<file path="src/hw/rtl/tvbt_pkg.sv">
// ----------------------------------------------------------------------------
// tvbt_pkg
// Shared types, constants and calendar tables for the calendar-to-tick
// converter.
// ----------------------------------------------------------------------------
package tvbt_pkg;

	localparam int unsigned YEAR_LOW       = 1858;
	localparam int unsigned YEAR_HIGH      = 9999;
	localparam int unsigned ORIGIN_YEAR    = 1601;
	localparam int unsigned EPOCH_DAYS     = 94187;
	localparam int unsigned RECIP_100      = 5243;   // 2^19 / 100, rounded up
	localparam int unsigned RECIP_SHIFT    = 19;
	localparam int unsigned CS_PER_HOUR    = 360000;
	localparam int unsigned CS_PER_MINUTE  = 6000;
	localparam int unsigned CS_PER_SECOND  = 100;
	localparam int unsigned TICKS_PER_CS   = 100000;
	// ticks per day = 864e9 = 52734375 * 2^14
	localparam int unsigned DAY_TICKS_ODD  = 52734375;
	localparam int unsigned DAY_TICKS_SHIFT = 14;

	localparam int unsigned DAYS_W = 22;
	localparam int unsigned CS_W   = 24;
	localparam int unsigned PROD_W = 26;

	// Input transaction, year in the lowest bits
	typedef struct packed {
		logic [15:0] hundredth;
		logic [15:0] second;
		logic [15:0] minute;
		logic [15:0] hour;
		logic [15:0] day;
		logic [15:0] month;
		logic [15:0] year;
	} in_t;

	typedef struct packed {
		logic              delta;
		logic              ok;
		logic [DAYS_W-1:0] days;
		logic [CS_W-1:0]   cs;
	} days_t;

	typedef struct packed {
		logic        delta;
		logic        ok;
		logic [63:0] ticks;
	} ticks_t;

	// Days in the year before the given month (1..12)
	function automatic logic [8:0] days_before(input logic [3:0] month);
		logic [8:0] r;
		case (month)
			4'd1:    r = 9'd0;
			4'd2:    r = 9'd31;
			4'd3:    r = 9'd59;
			4'd4:    r = 9'd90;
			4'd5:    r = 9'd120;
			4'd6:    r = 9'd151;
			4'd7:    r = 9'd181;
			4'd8:    r = 9'd212;
			4'd9:    r = 9'd243;
			4'd10:   r = 9'd273;
			4'd11:   r = 9'd304;
			4'd12:   r = 9'd334;
			default: r = 9'd0;
		endcase
		return r;
	endfunction

	// Length of the month in a common year
	function automatic logic [4:0] month_len(input logic [3:0] month);
		logic [4:0] r;
		case (month)
			4'd2:                       r = 5'd28;
			4'd4, 4'd6, 4'd9, 4'd11:    r = 5'd30;
			default:                    r = 5'd31;
		endcase
		return r;
	endfunction

endpackage

</file>
<file path="src/hw/rtl/time_vector_to_binary_time.sv">
// Throughput: one transaction per cycle while m_tready is high; five register
// stages, each with its own valid bit, so bubbles close up while the output
// is stalled.
// Reset: arst_n clears all valid bits; the pipeline comes up empty and
// ready. Data registers are not reset.
// ----------------------------------------------------------------------------
// time_vector_to_binary_time
// Converts a calendar date and time, or a day delta, into a 64-bit count
// of 100 ns ticks with an invalid-field flag.
// ----------------------------------------------------------------------------
module time_vector_to_binary_time (
	input  logic          clk,
	input  logic          arst_n,
	input  logic          s_tvalid,
	output logic          s_tready,
	// year, month, day, hour, minute, second, hundredth (16 bits each)
	input  logic [111:0]  s_tdata,
	output logic          m_tvalid,
	input  logic          m_tready,
	// binary_time
	output logic [63:0]   m_tdata,
	// status
	output logic [0:0]    m_tuser
);

	tvbt_pkg::in_t    in_data;
	logic             days_valid;
	logic             days_ready;
	tvbt_pkg::days_t  days_data;
	logic             ticks_valid;
	logic             ticks_ready;
	tvbt_pkg::ticks_t ticks_data;

	logic             valid_s5;
	logic [63:0]      time_s5;
	logic             status_s5;

	assign in_data = tvbt_pkg::in_t'(s_tdata);

	tvbt_days u_days (
		.clk       (clk),
		.arst_n    (arst_n),
		.in_valid  (s_tvalid),
		.in_ready  (s_tready),
		.in_data   (in_data),
		.out_valid (days_valid),
		.out_ready (days_ready),
		.out_data  (days_data)
	);

	tvbt_ticks u_ticks (
		.clk       (clk),
		.arst_n    (arst_n),
		.in_valid  (days_valid),
		.in_ready  (days_ready),
		.in_data   (days_data),
		.out_valid (ticks_valid),
		.out_ready (ticks_ready),
		.out_data  (ticks_data)
	);

	// output stage: negate deltas, zero invalid items
	assign ticks_ready = !valid_s5 || m_tready;

	always_ff @(posedge clk or negedge arst_n) begin
		if (!arst_n) begin
			valid_s5 <= 1'b0;
		end else if (ticks_ready) begin
			valid_s5 <= ticks_valid;
		end
	end

	always_ff @(posedge clk) begin
		if (ticks_ready && ticks_valid) begin
			status_s5 <= !ticks_data.ok;
			if (!ticks_data.ok) begin
				time_s5 <= 64'd0;
			end else if (ticks_data.delta) begin
				time_s5 <= (~ticks_data.ticks) + 64'd1;
			end else begin
				time_s5 <= ticks_data.ticks;
			end
		end
	end

	assign m_tvalid   = valid_s5;
	assign m_tdata    = time_s5;
	assign m_tuser[0] = status_s5;

endmodule

</file>
<file path="src/hw/rtl/tvbt_days.sv">
// ----------------------------------------------------------------------------
// tvbt_days
// Two-stage calendar front end: field checks, day-of-year, the day count
// since the epoch (or the day delta) and the centisecond time-of-day count.
// ----------------------------------------------------------------------------
module tvbt_days (
	input  logic             clk,
	input  logic             arst_n,
	input  logic             in_valid,
	output logic             in_ready,
	input  tvbt_pkg::in_t    in_data,
	output logic             out_valid,
	input  logic             out_ready,
	output tvbt_pkg::days_t  out_data
);

	// stage 1 comb
	logic                            delta_c;
	logic                            date_ok_c;
	logic                            time_ok_c;
	logic [13:0]                     yr14_c;
	logic [13:0]                     y_c;
	logic [3:0]                      mon_c;
	logic [21:0]                     base_c;
	logic [tvbt_pkg::CS_W-1:0]       cs_c;

	// stage 1 registers
	logic                            valid_s1;
	logic                            delta_s1;
	logic                            pre_ok_s1;
	logic [15:0]                     day_s1;
	logic [3:0]                      mon_s1;
	logic [1:0]                      yr_lo_s1;
	logic [13:0]                     yr_s1;
	logic [tvbt_pkg::PROD_W-1:0]     yr_prod_s1;
	logic [tvbt_pkg::PROD_W-1:0]     y_prod_s1;
	logic [21:0]                     base_s1;
	logic [tvbt_pkg::CS_W-1:0]       cs_s1;

	// stage 2 comb
	logic [6:0]                      yr_div_c;
	logic [6:0]                      y_div_c;
	logic                            cent_c;
	logic                            leap_c;
	logic                            len_ok_c;
	logic [21:0]                     total_c;
	logic [22:0]                     diff_c;
	logic                            ok_c;
	logic [tvbt_pkg::DAYS_W-1:0]     days_c;

	logic                            valid_s2;
	tvbt_pkg::days_t                 data_s2;
	logic                            ready_s1;
	logic                            ready_s2;

	assign ready_s2 = !valid_s2 || out_ready;
	assign ready_s1 = !valid_s1 || ready_s2;
	assign in_ready = ready_s1;

	// ---- stage 1: range checks, constant products, partial day sum
	always_comb begin
		delta_c   = (in_data.year == 16'd0) && (in_data.month == 16'd0);
		date_ok_c = (in_data.year >= 16'(tvbt_pkg::YEAR_LOW)) &&
			(in_data.year <= 16'(tvbt_pkg::YEAR_HIGH)) &&
			(in_data.month >= 16'd1) && (in_data.month <= 16'd12) &&
			(in_data.day != 16'd0);
		time_ok_c = (in_data.hour <= 16'd23) && (in_data.minute <= 16'd59) &&
			(in_data.second <= 16'd59) && (in_data.hundredth <= 16'd99);
		yr14_c = in_data.year[13:0];
		y_c    = yr14_c - 14'(tvbt_pkg::ORIGIN_YEAR);
		mon_c  = in_data.month[3:0];
		base_c = 22'(22'(y_c) * 22'd365) + 22'(y_c[13:2]) +
			22'(tvbt_pkg::days_before(mon_c)) + 22'(in_data.day[4:0]);
		cs_c = 24'(24'(in_data.hour[4:0]) * 24'(tvbt_pkg::CS_PER_HOUR)) +
			24'(24'(in_data.minute[5:0]) * 24'(tvbt_pkg::CS_PER_MINUTE)) +
			24'(24'(in_data.second[5:0]) * 24'(tvbt_pkg::CS_PER_SECOND)) +
			24'(in_data.hundredth[6:0]);
	end

	always_ff @(posedge clk or negedge arst_n) begin
		if (!arst_n) begin
			valid_s1 <= 1'b0;
		end else if (ready_s1) begin
			valid_s1 <= in_valid;
		end
	end

	always_ff @(posedge clk) begin
		if (ready_s1 && in_valid) begin
			delta_s1   <= delta_c;
			pre_ok_s1  <= (delta_c || date_ok_c) && time_ok_c;
			day_s1     <= in_data.day;
			mon_s1     <= mon_c;
			yr_lo_s1   <= in_data.year[1:0];
			yr_s1      <= yr14_c;
			yr_prod_s1 <= tvbt_pkg::PROD_W'(yr14_c) * tvbt_pkg::PROD_W'(tvbt_pkg::RECIP_100);
			y_prod_s1  <= tvbt_pkg::PROD_W'(y_c) * tvbt_pkg::PROD_W'(tvbt_pkg::RECIP_100);
			base_s1    <= base_c;
			cs_s1      <= cs_c;
		end
	end

	// ---- stage 2: leap year, month length, century terms, epoch offset
	always_comb begin
		yr_div_c = yr_prod_s1[tvbt_pkg::RECIP_SHIFT +: 7];
		y_div_c  = y_prod_s1[tvbt_pkg::RECIP_SHIFT +: 7];
		cent_c   = (14'(yr_div_c) * 14'd100) == yr_s1;
		leap_c   = (yr_lo_s1 == 2'd0) && (!cent_c || (yr_div_c[1:0] == 2'd0));
		len_ok_c = day_s1 <= 16'(5'(tvbt_pkg::month_len(mon_s1) +
			5'((mon_s1 == 4'd2) && leap_c)));
		total_c  = base_s1 + 22'((mon_s1 > 4'd2) && leap_c) - 22'(y_div_c) +
			22'(y_div_c[6:2]);
		diff_c   = {1'b0, total_c} - 23'(tvbt_pkg::EPOCH_DAYS + 1);
		ok_c     = pre_ok_s1 && (delta_s1 || (len_ok_c && !diff_c[22]));
		days_c   = delta_s1 ? tvbt_pkg::DAYS_W'(day_s1) : diff_c[tvbt_pkg::DAYS_W-1:0];
	end

	always_ff @(posedge clk or negedge arst_n) begin
		if (!arst_n) begin
			valid_s2 <= 1'b0;
		end else if (ready_s2) begin
			valid_s2 <= valid_s1;
		end
	end

	always_ff @(posedge clk) begin
		if (ready_s2 && valid_s1) begin
			data_s2.delta <= delta_s1;
			data_s2.ok    <= ok_c;
			data_s2.days  <= days_c;
			data_s2.cs    <= cs_s1;
		end
	end

	assign out_valid = valid_s2;
	assign out_data  = data_s2;

endmodule

</file>
<file path="src/hw/rtl/tvbt_ticks.sv">
// ----------------------------------------------------------------------------
// tvbt_ticks
// Two-stage tick datapath: day and centisecond products, then the 64-bit
// sum ticks = days * 864e9 + cs * 1e5.
// ----------------------------------------------------------------------------
module tvbt_ticks (
	input  logic             clk,
	input  logic             arst_n,
	input  logic             in_valid,
	output logic             in_ready,
	input  tvbt_pkg::days_t  in_data,
	output logic             out_valid,
	input  logic             out_ready,
	output tvbt_pkg::ticks_t out_data
);

	localparam int unsigned DAY_PROD_W = tvbt_pkg::DAYS_W + 26;
	localparam int unsigned CS_PROD_W  = tvbt_pkg::CS_W + 17;

	logic                  valid_s3;
	logic                  delta_s3;
	logic                  ok_s3;
	logic [DAY_PROD_W-1:0] day_prod_s3;
	logic [CS_PROD_W-1:0]  cs_prod_s3;

	logic                  valid_s4;
	tvbt_pkg::ticks_t      data_s4;
	logic                  ready_s3;
	logic                  ready_s4;

	assign ready_s4 = !valid_s4 || out_ready;
	assign ready_s3 = !valid_s3 || ready_s4;
	assign in_ready = ready_s3;

	always_ff @(posedge clk or negedge arst_n) begin
		if (!arst_n) begin
			valid_s3 <= 1'b0;
			valid_s4 <= 1'b0;
		end else begin
			if (ready_s3) begin
				valid_s3 <= in_valid;
			end
			if (ready_s4) begin
				valid_s4 <= valid_s3;
			end
		end
	end

	always_ff @(posedge clk) begin
		if (ready_s3 && in_valid) begin
			delta_s3    <= in_data.delta;
			ok_s3       <= in_data.ok;
			day_prod_s3 <= DAY_PROD_W'(in_data.days) * DAY_PROD_W'(tvbt_pkg::DAY_TICKS_ODD);
			cs_prod_s3  <= CS_PROD_W'(in_data.cs) * CS_PROD_W'(tvbt_pkg::TICKS_PER_CS);
		end
		if (ready_s4 && valid_s3) begin
			data_s4.delta <= delta_s3;
			data_s4.ok    <= ok_s3;
			data_s4.ticks <= (64'(day_prod_s3) << tvbt_pkg::DAY_TICKS_SHIFT) +
				64'(cs_prod_s3);
		end
	end

	assign out_valid = valid_s4;
	assign out_data  = data_s4;

endmodule
</file>
<file path="config.mk">
export PLATFORM = sky130hd
export DESIGN_NAME = time_vector_to_binary_time
export DESIGN_NICKNAME = d
export VERILOG_FILES = /design/src/hw/rtl/tvbt_pkg.sv /design/src/hw/rtl/time_vector_to_binary_time.sv /design/src/hw/rtl/tvbt_days.sv /design/src/hw/rtl/tvbt_ticks.sv
export SDC_FILE = /design/constraint.sdc
export NUM_CORES = 2
export LEC_CHECK = 0
export ABC_AREA = 0
export CAP_MARGIN = 0
export CORE_ASPECT_RATIO = 2
export CORE_MARGIN = 2
export CORE_UTILIZATION = 60
export CTS_BUF_LIST = sky130_fd_sc_hd__clkbuf_2 sky130_fd_sc_hd__clkbuf_4 sky130_fd_sc_hd__clkbuf_8
export CTS_CLUSTER_DIAMETER = 30
export CTS_CLUSTER_SIZE = 12
export DETAILED_ROUTE_END_ITERATION = 8
export DONT_BUFFER_PORTS = 1
export GPL_TIMING_DRIVEN = 0
export HOLD_SLACK_MARGIN = 0.15
export PLACE_DENSITY = 0.79
export SLEW_MARGIN = 5
export SYNTH_ARGS = -nofsm -noshare
export SYNTH_HDL_FRONTEND = slang
export SYNTH_SLANG_ARGS = --single-unit
</file>
<file path="constraint.sdc">
create_clock -name clk -period 6 [get_ports clk]
set_input_delay 0.3 -clock clk [delete_from_list [all_inputs] [get_ports clk]]
set_output_delay 0.3 -clock clk [all_outputs]
set_load 0.02 [all_outputs]
</file>
==> key figures <==
Outcome
  – Status: finished, violations left
  – Failing checks: setup timing

Critical path
  – FF-to-FF path depth: 21
  – R2r setup slk: -0.51 ns
  – CP max FO: 4
  – Crit-path cells: fa_2 -> inv_2 -> fa_2 -> fa_1 -> inv_2 -> fa_2 -> inv_2 -> fa_2 -> inv_2 -> fa_2 -> fa_2 -> ha_4 -> nand3_4 -> nor3_1 -> a311oi_2 -> buf_4 -> a21oi_4 -> o2111ai_4 -> a31oi_2 -> nor4_1 -> a311o_1
  – Worst EP arrival: 6.89 ns
  – Top cell by count, worst path: fa_2
  – Required time worst endpoint: 6.38 ns
  – Reg-to-Reg End: u_ticks.day_prod_s3[41]
  – Critical Path Source Type: flip-flop
  – Cell family with most CP delay: adder cells
  – CP bufs+invs: 5
  – CP max-delay cell: fa_2
  – CP peak stage delay: 0.61 ns
  – Crit end category: flip-flop
  – Reg-to-reg startpoint: u_days.out_data[43]
  – Setup CP Type: flip-flop to flip-flop

Timing
  – Fin crit period: 6.508 ns
  – Final worst slack: -0.5075 ns
  – Fin Clk Skew: 0.04149 ns
  – Max-slew headroom: 26.15%
  – Fmax achieved: 153.7 MHz
  – Worst Tran Pin Value: 1.094 ns
  – Endpoints failing hold: 0
  – RSZ-0062 raised after global routing: true
  – Final period utilization: 108.5%
  – Final setup fails: 35
  – Slew Viols, Final: 0

Min path
  – Worst hold path startpoint: s_tdata[48]
  – Hold depth: 3
  – Hold EP: u_days.cs_s1[7]
  – Worst min-delay path class: primary input to flip-flop

Detailed routing
  – Iter 0 DRT Violations: 1449
  – Vias post-DR: 32284
  – Vias per std cell: 5.770
  – DRC viols: 0
  – Drt pass-1 iters: 7
  – Antenna-violating nets left: 0
  – WL/cell: 20.21 um
  – Post-Route WL: 113100 um

Synth
  – Cell with the most instances after synthesis: inv_1
  – Synth top area cells: ha_1 24%, edfxtp_1 23%, fa_1 22%
  – Synthesized area per cell: 10.59 um2
  – Main synth FF type: edfxtp_1
  – Seq/Total Area, Yosys: 23.44%
  – Number of synthesized flops with an enable pin: 350
  – Post-Synthesis Cells: 4284
  – Mapped Area: 45370 um2
  – Post-synth top area cell: ha_1
  – Yosys warning total: 0
  – Synth top cells by count: 895 x inv_1, 861 x ha_1, 499 x fa_1, 350 x edfxtp_1, 199 x nor2_1
  – Unique masters post-synth: 81
  – Asr flop ratio synth: 1.408%
  – Yosys top cell area share: 23.74%
  – #FFs+latches synth: 355

Clock network
  – Root Driver: clkbuf_8
  – H-tree depth: 2
  – Clock Sinks: 355
  – CTS tree: built
  – Num CTS Buffers: 48
  – Clk slew on worst S/H paths: 0.07 ns
  – Clk buf depth: 3
  – Clk_lat worst skew: 0.66 ns

Global route
  – Global-route wire length before repair: 176400 um
  – Global route hottest layer: met2
  – GR Util met1: 24.74%
  – Gr ovfl total: 0
  – Largest net degree at the start of global routing: 76
  – Initial antenna violation count: 2
  – Met3 Usage GRT: 3.140%
  – Gr usage total: 29.53%
  – Grt met2 use: 59.23%
  – Vias in the first global route: 35502

Cells and area
  – Fill count: 5340
  – Final Util: 68.92%
  – Layout cells sized above 1: 12.15%
  – Layout area overhead: 13.88%
  – Nets: 6027
  – Footprint of the multi-input gates: 33190 um2
  – FF+latch area: 10640 um2

Floorplanning
  – Row cnt: 142
  – Number of I/O pins: 183
  – Core area: 74980 um2
  – Die area: 77970 um2
  – Chip height: 392.9 um
  – Die X: 198.5 um
  – Initial Util: 60.51%

Placed design
  – I/O Buffers: 0
  – Routability congestion estimate: 0.9939
  – Post-DP HPWL: 91770 um

Job
  – MaxCap Viol Count: 0
[layout by cell type, fill, tap and decap left out, types with 11 or more instances in the layout]
cell type,n
buf_6,30
o21ai_0,104
xnor2_4,11
o211ai_1,17
clkinvlp_4,11
and3_1,18
o31ai_1,25
o21ai_1,15
xor2_1,114
a21oi_1,116
nand2_1,119
inv_1,871
clkbuf_8,50
fa_1,483
or3_1,18
a21o_1,83
a31oi_1,17
ha_1,793
a211oi_1,18
ha_4,48
a21oi_2,25
o21bai_1,24
nand4_1,23
nand2b_1,24
clkbuf_1,30
nand3_1,54
ha_2,20
o21a_1,35
xnor2_1,159
dlygate4sd3_1,56
nor2b_1,31
nor3_1,46
fa_2,16
nor2_1,196
buf_4,128
and2_1,13
edfxtp_1,350
xnor2_2,12
nor4_1,33
inv_2,15
[cells by family (layout without fill, tap and decap cells)]
group	count (synthesis)	in the layout	share of synthesized area, %
XOR/XNOR	301	301	5.810
AO/OA/AOI/OAI	639	639	9.373
buffers and inverters	938	1235	7.818
flip-flops	355	355	23.44
multiplexers	13	13	0.3033
other	1	7	0.008265
AND/OR/NAND/NOR	677	677	7.487
adder cells (fa/ha/maj)	1360	1360	45.76
[sequential cells by signal, indices dropped and copies added, names as in the netlist, 4 cells and up]
register             cells
u_days.day_s1           16
u_days.base_s1          22
u_ticks.out_data        60
u_days.yr_s1            13
u_days.y_prod_s1         7
u_ticks.day_prod_s3     48
u_ticks.cs_prod_s3      36
u_days.yr_prod_s1        8
u_days.out_data         48
u_days.mon_s1            4
u_days.cs_s1            24
m_tdata                 59
[metrics by stage]
stage	worst slack (ns)	cells	setup TNS [ns]	cell area, um2	hold WS [ns]
after detailed placement	-1.392	5302	-39.39	47400	0.004725
after floorplan	-0.02472	4289	-0.05200	46010	0.004409
final	-0.5075	5595	-9.882	51670	0.2386
after global placement	-1.320	5297	-35.63	47270	0.004696
after global routing	-0.6345	5595	-15.08	51670	0.2367
after CTS	-0.4647	5545	-7.710	50610	0.2057
[area by class of cell]
cell class	count	share of cell area (%)
multi-input combinational	2996	64.24
tap	1008	2.441
buffer	38	0.3608
timing repair buffer	216	3.821
clock inverter	31	0.5981
clock buffer	54	1.378
sequential	355	20.58
antenna	1	0.004843
inverter	896	6.577
[layer usage]
metal | part of all wire (%) | vias up
li1 | - | 15003
met1 | 30 | 15714
met2 | 56 | 996
met3 | 3.3 | 569
met4 | 11 | 2
met5 | 0.015 | -
[worst max path at each step]
stage	startpoint	endpoint	slack, ns	cells after the start
6_report	u_days.out_data[43]	u_ticks.day_prod_s3[41]	-0.51	21
5_1_grt	u_days.yr_prod_s1[22]	u_days.out_data[45]	-0.63	26
4_1_cts	u_days.out_data[35]	u_ticks.day_prod_s3[43]	-0.46	25
3_5_place_dp	s_tdata[0]	u_days.base_s1[21]	-1.39	23
3_3_place_gp	s_tdata[0]	u_days.base_s1[21]	-1.32	23
2_1_floorplan	u_days.yr_prod_s1[22]	u_days.out_data[45]	-0.02	24
[worst register-to-register path: stages, from the launching register on]
cell and delay [ns]:
edfxtp_1 0.51, fa_2 0.61, inv_2 0.04, fa_2 0.48, fa_1 0.51, inv_2 0.04
fa_2 0.53, inv_2 0.04, fa_2 0.53, inv_2 0.04, fa_2 0.36, fa_2 0.47
ha_4 0.32, nand3_4 0.08, nor3_1 0.32, a311oi_2 0.09, buf_4 0.16, a21oi_4 0.26
o2111ai_4 0.15, a31oi_2 0.30, nor4_1 0.07, a311o_1 0.33
[timing repair]
item / CTS / global route
hold buffers: 56 / 0
endpoints found under the hold margin: 76 / 0
setup buffers: 106 / 51
pin swaps: 106 / 121
gates resized for setup: 169 / 139
setup endpoints to repair: 53 / 53
gates cloned: 0 / 1
Power is left out: the tool's default activity adds up to more than one toggle a clock period on the data nets, which glitch-free logic cannot reach.
